## src/rtl/assert_macros.svh

```systemverilog
`ifndef ASSERT_MACROS_SVH
`define ASSERT_MACROS_SVH

// property checked on every rising edge, also during reset
`define ASSERT_CLK(label, clk, prop) \
   label: assert property (@(posedge clk) prop) \
      else $error("assertion failed");

// property checked outside reset
`define ASSERT_RST(label, clk, rst, prop) \
   label: assert property (@(posedge clk) disable iff (rst) prop) \
      else $error("assertion failed");

`endif

```

## src/rtl/ibf_pkg.sv

```systemverilog
`default_nettype none

package ibf_pkg;

   localparam int HASH_BITS     = 32;
   localparam int LEVEL_BITS    = 8;
   localparam int COUNT_BITS    = 8;
   localparam int WORD_BITS     = 8;
   localparam int BIT_SEL_BITS  = 3;
   localparam int MAC_BITS      = HASH_BITS + COUNT_BITS + 1;
   localparam int REQ_DATA_BITS = HASH_BITS + LEVEL_BITS;
   localparam int RSP_DATA_BITS = 8;

   localparam logic [COUNT_BITS-1:0] COUNT_RESET = 8'd1;

   typedef enum logic {
      CMD_INSERT = 1'b0,
      CMD_QUERY  = 1'b1
   } cmd_type;

   typedef struct packed {
      cmd_type cmd;
      logic    last_probe;
   } probe_ctl_type;

endpackage

`default_nettype wire

```

## src/rtl/ibf_index.sv

```systemverilog
`default_nettype none

// Bit position: hash * filter_count + level, low bits kept.
module ibf_index #(
   parameter int POS_BITS = 20
) (
   input  wire                               clock,
   input  wire                               reset,
   input  wire                               advance,
   input  wire                               accept,
   input  wire  [ibf_pkg::HASH_BITS-1:0]     hash_value,
   input  wire  [ibf_pkg::LEVEL_BITS-1:0]    filter_level,
   input  wire  [ibf_pkg::COUNT_BITS-1:0]    filter_count,
   input  wire  ibf_pkg::probe_ctl_type      ctl,
   output logic                              valid,
   output logic [POS_BITS-1:0]               pos,
   output ibf_pkg::probe_ctl_type            ctl_out
);
   import ibf_pkg::*;

   logic                valid_ff;
   logic [POS_BITS-1:0] pos_ff;
   probe_ctl_type       ctl_ff;
   logic [MAC_BITS-1:0] mac_in;

   assign mac_in = MAC_BITS'(hash_value) * MAC_BITS'(filter_count)
                 + MAC_BITS'(filter_level);

   always_ff @(posedge clock) begin
      if (reset) begin
         valid_ff <= 1'b0;
      end else if (advance) begin
         valid_ff <= accept;
      end
   end

   always_ff @(posedge clock) begin
      if (advance && accept) begin
         pos_ff <= mac_in[POS_BITS-1:0];
         ctl_ff <= ctl;
      end
   end

   assign valid   = valid_ff;
   assign pos     = pos_ff;
   assign ctl_out = ctl_ff;

endmodule

`default_nettype wire

```

## config.mk

```make
export PLATFORM = sky130hd
export DESIGN_NAME = ibf_index
export DESIGN_NICKNAME = d
export VERILOG_FILES = /design/src/rtl/assert_macros.svh /design/src/rtl/ibf_pkg.sv /design/src/rtl/ibf_index.sv
export SDC_FILE = /design/constraint.sdc
export NUM_CORES = 1
export LEC_CHECK = 0
export ABC_AREA = 1
export BUFFER_PORTS_ARGS = -buffer_cell sky130_fd_sc_hd__buf_4
export CORE_MARGIN = 2
export CORE_UTILIZATION = 26
export DETAILED_ROUTE_END_ITERATION = 12
export HOLD_SLACK_MARGIN = 0.06
export PLACE_DENSITY = 0.51
export SETUP_SLACK_MARGIN = 0.1
export SLEW_MARGIN = 10
export SYNTH_ARGS = -nofsm -noshare
export SYNTH_HDL_FRONTEND = slang
export SYNTH_SLANG_ARGS = --single-unit
```

## constraint.sdc

```tcl
create_clock -name clock -period 5.6 [get_ports clock]
set_input_delay 0.84 -clock clock [delete_from_list [all_inputs] [get_ports clock]]
set_output_delay 0.84 -clock clock [all_outputs]
set_load 0.1 [all_outputs]
```

After elaboration in Yosys (flattened, before gate mapping)

Cells that the tools add are included.

Register bits: 23
Latch bits: 0
RAM bits: 0
ROM bits: 0
Input port bits: 54
Output and inout port bits: 23
Word-level logic and storage cells: 7
Memories kept: 0

$add $sub $neg: 1
Multiply operators: 1
Div/mod/pow operators: 0
$lt $le $gt $ge: 0
Equal/unequal tests: 0
Shift operators: 0
Mux-type cells: 0
Bitwise operators: 0
Reductions and logical operators: 1

Operators by type and width:

| kind                                          | count |
|---|---|
| 32-bit by 8-bit multiplier with 20-bit output | 1 |
| 20-bit by 8-bit adder with 20-bit output      | 1 |
| 1-bit logical AND                             | 1 |

Depth between registers and ports, before layout

Gate-level depths: netlist (run 1).

Word-level depth: 2
Mapped depth: 21
Mapped depth without buffers: 19

Least setup slack after synthesis (run 1)

OpenSTA, ideal clock, no wires.

Kind: in2reg
Start: input port filter_count[0] (netlist name)
End: register pos_ff[16], in the netlist pos[16], data pin
Library setup time: 0.252 ns
Data arrival time: 4.522 ns
Data required time: 5.348 ns
Path slack: 0.825 ns
Stages: 19
Path buffers: 2
Cells stage by stage: buf_2 -> buf_1 -> nand2_1 -> fa_1 -> inv_1 -> fa_1 -> fa_1 -> inv_1 -> fa_1 -> inv_1 -> ha_1 -> a21oi_1 -> inv_1 -> a21oi_2 -> inv_1 -> nand4_1 -> nand2_1 -> nand2_1 -> nand2_1

Cells in the longest elaborated chain, start to end: 2

RTL lines:

| item                                          | RTL line        | text |
|---|---|---|
| start, declared                               | ibf_index.sv:13 | `input wire [ibf_pkg::COUNT_BITS-1:0] filter_count,` |
| 32-bit by 8-bit multiplier with 20-bit output | ibf_index.sv:26 | `assign mac_in = MAC_BITS'(hash_value) * MAC_BITS'(filter_count)` |
| 20-bit by 8-bit adder with 20-bit output      | ibf_index.sv:27 | `+ MAC_BITS'(filter_level);` |
| named net mac_in[16]                          | ibf_index.sv:24 | `logic [MAC_BITS-1:0] mac_in;` |
| end signal, assigned                          | ibf_index.sv:39 | `pos_ff <= mac_in[POS_BITS-1:0];` |
| end, declared                                 | ibf_index.sv:22 | `logic [POS_BITS-1:0] pos_ff;` |

The timed path passes the listed nets, and every way through them passes these cells.
A chain may end at the register's enable or synchronous reset.

Worst setup path in the final report (run 1)

Start: input port filter_count[0] (netlist name)
End: register pos_ff[19], in the netlist pos[19], data pin

The elaborated chain is that of the path after synthesis.

==> results.cfg, run 1 <==
[outcome]
outcome = finished clean

[logic_synthesis]
yosys-top-cells-area = fa_1, inv_1, nand2_1
yosys-top-cells-count = inv_1, nand2_1, fa_1
async_reset_ff_frac = 0
syn_avg_cell_area_um2 = 7.44
synthesis.area_um2 = 5420
synth_most_common_cell = inv_1
synth_nets = 913
syn_inst = 728
synth_cell_types = 32
ys_ff_latch = 23
synth_flop_cell = edfxtp_1
yosys_warnings = 0
synth_top_cell_by_area = fa_1
synth_top_area_frac = 0.336
yosysSeqAreaShare = 0.126
synth_edf_count = 22

[clock_tree]
numCtsBuffers = 3
cts-htree-levels = 1
clock_latency_ps = 250
cts_tree = done
cts_buffer_depth = 2
holdBufCountCts = 0
clk_pin_slew_worst_paths_ps = 60
cts.sinks = 23
cts_root_buf = clkbuf_16
ctsResizeCount = 0
cts_setup_buffers = 0

[power]
power.sequential.fraction = 0.127
p_leak_nw = 3.83
p_int_mw = 1.19
p_switching_mw = 1.67
ir_drop_uv = 178
p_sw_frac = 0.584
power_density_nw_per_um2 = 463
power_mw = 2.86
pwr-share-comb = 0.819
p_clk_frac = 0.054

[grt]
grt_pass1_vias = 4542
antenna_found_initial = 0
grt-ovfl-total = 0
grt_pass1_wl_mm = 20.9
grt_max_degree = 23
track_usage = 0.116

[critical_path]
critical_path_class = in -> reg
cp_max_fo = 20
end_kind = flip-flop
arrival_ps = 4640
reg2reg_depth = 2
critPathLaunchType = input port
crit_required_ps = 5600

[job]
cap_violations = 0

[floorplanning]
fp.dieW_um = 148
initial_utilization = 0.266
die_y_um = 148
rows = 52
pin_count = 77
coreArea_um2 = 20400
fp.dieArea_um2 = 22000

[drt]
first_pass_iters = 4
wl_per_cell_um = 11.4
initialDrtViolationCount = 201
routed-via-count = 4203
vias_per_cell = 4.05
drc_errors = 0
wl_mm = 11.8
ant_nets = 0

[worst_hold_path]
worstHoldPathType = reg -> reg
hold_depth = 2

[sta]
fin_crit_sh = 0.828
holdWs_ps = 458
worstMarginPinSlew_ps = 842
tns_ps = 0
max_clock_freq_mhz = 216
finClkSkew_ps = 0
rsz0062_at_grt = false
slew_headroom = 0.438
hold_violations = 0
setup_viol = 0
drv_slew = 0
fin_crit_ps = 4630

[place]
globalplace.congestion = 0.804
hpwl_mm = 10.1
io_buffers = 64

[cells_and_area]
nets = 954
areaGrowthSynthToFinish_pct = 14.2
fillCellCount = 2282
n_antenna_cell = 0
drive_above_1_share = 0.115
## cells in the final DEF, fill, tap and decap left out, types with 2 or more instances in the layout
cell type,count
o21ai_0,7
edfxtp_1,22
xor2_1,12
nand3_1,18
nand3b_1,3
nand3_2,3
clkbuf_16,3
inv_2,3
a21oi_2,2
xnor2_1,2
nor2_1,11
buf_4,64
inv_1,249
nand4_1,2
fa_1,91
nand2_1,198
a31oi_1,2
nand2_2,8
a21oi_1,18
ha_1,40
## sequential cells by signal, summed over array words and instances (netlist names)
| name | count |
|---|---|
| ctl_out | 2 |
| valid | 1 |
| pos | 20 |
## power groups by stage
stage / clock, mW / combinational, mW / sequential, mW
CTS: 0.160 / 2.39 / 0.367
global placement: 0 / 2.37 / 0.370
global route: 0.169 / 2.66 / 0.372
finish: 0.154 / 2.35 / 0.364
detailed placement: 0 / 2.38 / 0.370
floorplan: 0 / 1.40 / 0.825
## worst max-delay path: stages
cell and delay (ps):
buf_4 240, nand2_1 120, fa_1 510, inv_1 50, fa_1 490, inv_1 60
fa_1 480, fa_1 510, inv_1 50, ha_1 340, a21oi_1 180, nand2_2 110
nand2_1 70, nand3_1 180, nand2_1 130, nand3b_1 90, nand3_1 90, nand2_1 80
## kinds of logic (layout without fill, tap and decap cells)
kind of cell	count (synthesis)	after routing	synth area share
compound gates	32	32	0.0337
xor+xnor	14	14	0.0226
fa+ha+maj	131	131	0.429
buf+inv	281	321	0.200
flops	23	23	0.126
simple gates	247	247	0.189
## path summary, 6_finish.rpt
path	to	from	slack [ps]
min reg2reg	valid	valid	460
min	valid	valid	460
max	pos[19]	filter_count[0]	970
max reg2reg	valid	valid	5050
## stage by stage
step	cells	worst slack (ps)	cell area, um2	util
floorplan	728	825	5420	-
global placement	1034	668	6100	0.300
detailed placement	1034	653	6100	0.300
CTS	1038	919	6180	0.304
global route	1038	662	6180	0.304
finish	1038	966	6180	0.304
## area by class of cell
class / instances / area (um2) / area share
clock inverters: 1 / 5.00 / 0.000810
well taps: 270 / 338 / 0.0546
repair buffers: 64 / 480 / 0.0777
flip-flops and latches: 23 / 681 / 0.110
multi-input cells: 424 / 3650 / 0.591
clock buffers: 3 / 75.1 / 0.0121
inverters: 253 / 950 / 0.154
## layer usage
metal  GRT usage  wire length, um
met1       0.141             5170
met2       0.229             6190
met3      0.0104              328
met4      0.0133               92
met5           0                0
(Power assumes the default switching activity.)
==> run 2, diff against run 1 <==
- PLACE_DENSITY: 0.51 -> 0.53
- clock period: 5.6 -> 4.1 ns (I/O delays scaled with it)
==> results.cfg, run 2 (synthesis results as in run 1) <==
[sta]
finClkSkew_ps = 0
worstMarginPinSlew_ps = 831
rsz0062_at_grt = true
setup_viol = 0
slew_headroom = 0.445
fin_crit_sh = 0.972
max_clock_freq_mhz = 251
fin_crit_ps = 3990
drv_slew = 0
hold_violations = 0
holdWs_ps = 454

[worst_hold_path]
worstHoldPathType = reg -> reg
hp-start = valid
hold_end = valid
hold_depth = 2

[critical_path]
critical_path_class = in -> reg
cp_max_fo = 5
reg2reg_depth = 2
critPathLaunchType = input port
crit-reg2reg-launch = valid
arrival_ps = 3990
r2r_setup_slack_ps = 3550
end_kind = flip-flop
crit_required_ps = 4100
r2r_end = valid

[clock_tree]
cts.sinks = 23
numCtsBuffers = 3
holdBufCountCts = 0
cts_tree = done
cts_buffer_depth = 2
cts_root_buf = clkbuf_16
cts-htree-levels = 1
clock_latency_ps = 250
clk_pin_slew_worst_paths_ps = 60

[grt]
grt-ovfl-total = 0
grt_pass1_wl_mm = 21.7
antenna_found_initial = 0
grt_max_degree = 23
grt_pass1_vias = 4865
track_usage = 0.119

[cells_and_area]
mostFrequentLayoutCells = inv_1, nand2_1, buf_4, fa_1, nand2_2
n_antenna_cell = 0
nets = 1028
finalNonFillerCells = 1112
drive_above_1_share = 0.296
final_util = 0.363
areaGrowthSynthToFinish_pct = 36.4
final_common_cell = inv_1
largest_reg_flops = 20

[floorplanning]
pin_count = 77
coreArea_um2 = 20400
fp.dieW_um = 148
fp.dieArea_um2 = 22000
rows = 52
die_y_um = 148
initial_utilization = 0.266

[power]
p_clk_frac = 0.037
power.sequential.fraction = 0.089
ir_drop_uv = 371
power_density_nw_per_um2 = 754
pwr-share-comb = 0.874
p_int_mw = 2.68
p_switching_mw = 2.89
p_leak_nw = 4.28
p_sw_frac = 0.519

[drt]
drc_errors = 0
ant_nets = 0
vias_per_cell = 4.04
initialDrtViolationCount = 117
wl_per_cell_um = 11.0
wl_mm = 12.2
first_pass_iters = 4
routed-via-count = 4497

[place]
io_buffers = 64
globalplace.congestion = 0.797
post-place-cells = 1096
hpwl_mm = 10.4

[job]
cap_violations = 0

[outcome]
outcome = finished clean
run 2: changes by cell type in the layout (fill, tap and decap cells not counted), sizes merged:
cell and change:
buf +72, clkbuf +2
run 2: what timing repair did:
item | in CTS | in global routing
buffers inserted | 7 | 4
cloned | 0 | 2
pin swaps | 36 | 39
gates resized for setup | 54 | 81
endpoints found under the setup margin | 11 | 13
run 2: metrics by stage:
step                      setup TNS (ps)  setup WS (ps)  total power [mW]  area (um2)
after floorplan                     -851           -159              3.26        5590
after global placement             -2820           -295              4.48        6670
after detailed placement           -3140           -302              4.51        6670
after CTS                              0           80.6              5.16        7050
after global routing                -135          -62.8              6.10        7380
final                                  0            115              5.57        7380
run 2: area by class of cell:
cell class	count	area, um2
fill	2162	13000
multi-input combinational	424	4100
timing repair buffer	138	1240
inverter	253	950
sequential	23	681
tap	270	338
clock buffer	3	75.1
clock inverter	1	5.00
run 2: critical path: stages:
cell and delay (ps):
buf_12 120, buf_6 120, nand2_1 60, inv_1 40, fa_1 460, fa_1 530
fa_1 490, inv_1 50, fa_1 470, inv_1 70, ha_4 240, a21oi_2 180
o21ai_2 90, buf_4 140, a21oi_1 100, nand2_1 80, xor2_1 150
run 2: how the worst max path moves through the flow:
| stage | from | to | slack, ps |
|---|---|---|---|
| CTS | filter_count[4] | pos[17] | 80 |
| global placement | filter_count[2] | pos[16] | -300 |
| finish | filter_count[4] | pos[15] | 110 |
| detailed placement | filter_count[7] | pos[19] | -300 |
| floorplan | filter_count[4] | pos[16] | -160 |
| global route | filter_count[4] | pos[15] | -60 |
run 2: metal layers:
| layer | global-route usage | part of all wire | vias up |
|---|---|---|---|
| met2 | 0.237 | 0.52 | 75 |
| met5 | 0 | 0 | - |
| met4 | 0.0124 | 0.0094 | 0 |
| li1 | - | - | 2267 |
| met3 | 0.0117 | 0.036 | 10 |
| met1 | 0.140 | 0.43 | 2145 |
run 2: power groups by stage:
stage	sequential [mW]	clock, mW	combinational (mW)
3_5_place_dp	0.502	0	4.01
3_3_place_gp	0.501	0	3.97
4_1_cts	0.497	0.212	4.45
6_report	0.494	0.206	4.87
2_1_floorplan	1.13	0	2.14
5_1_grt	0.504	0.222	5.38
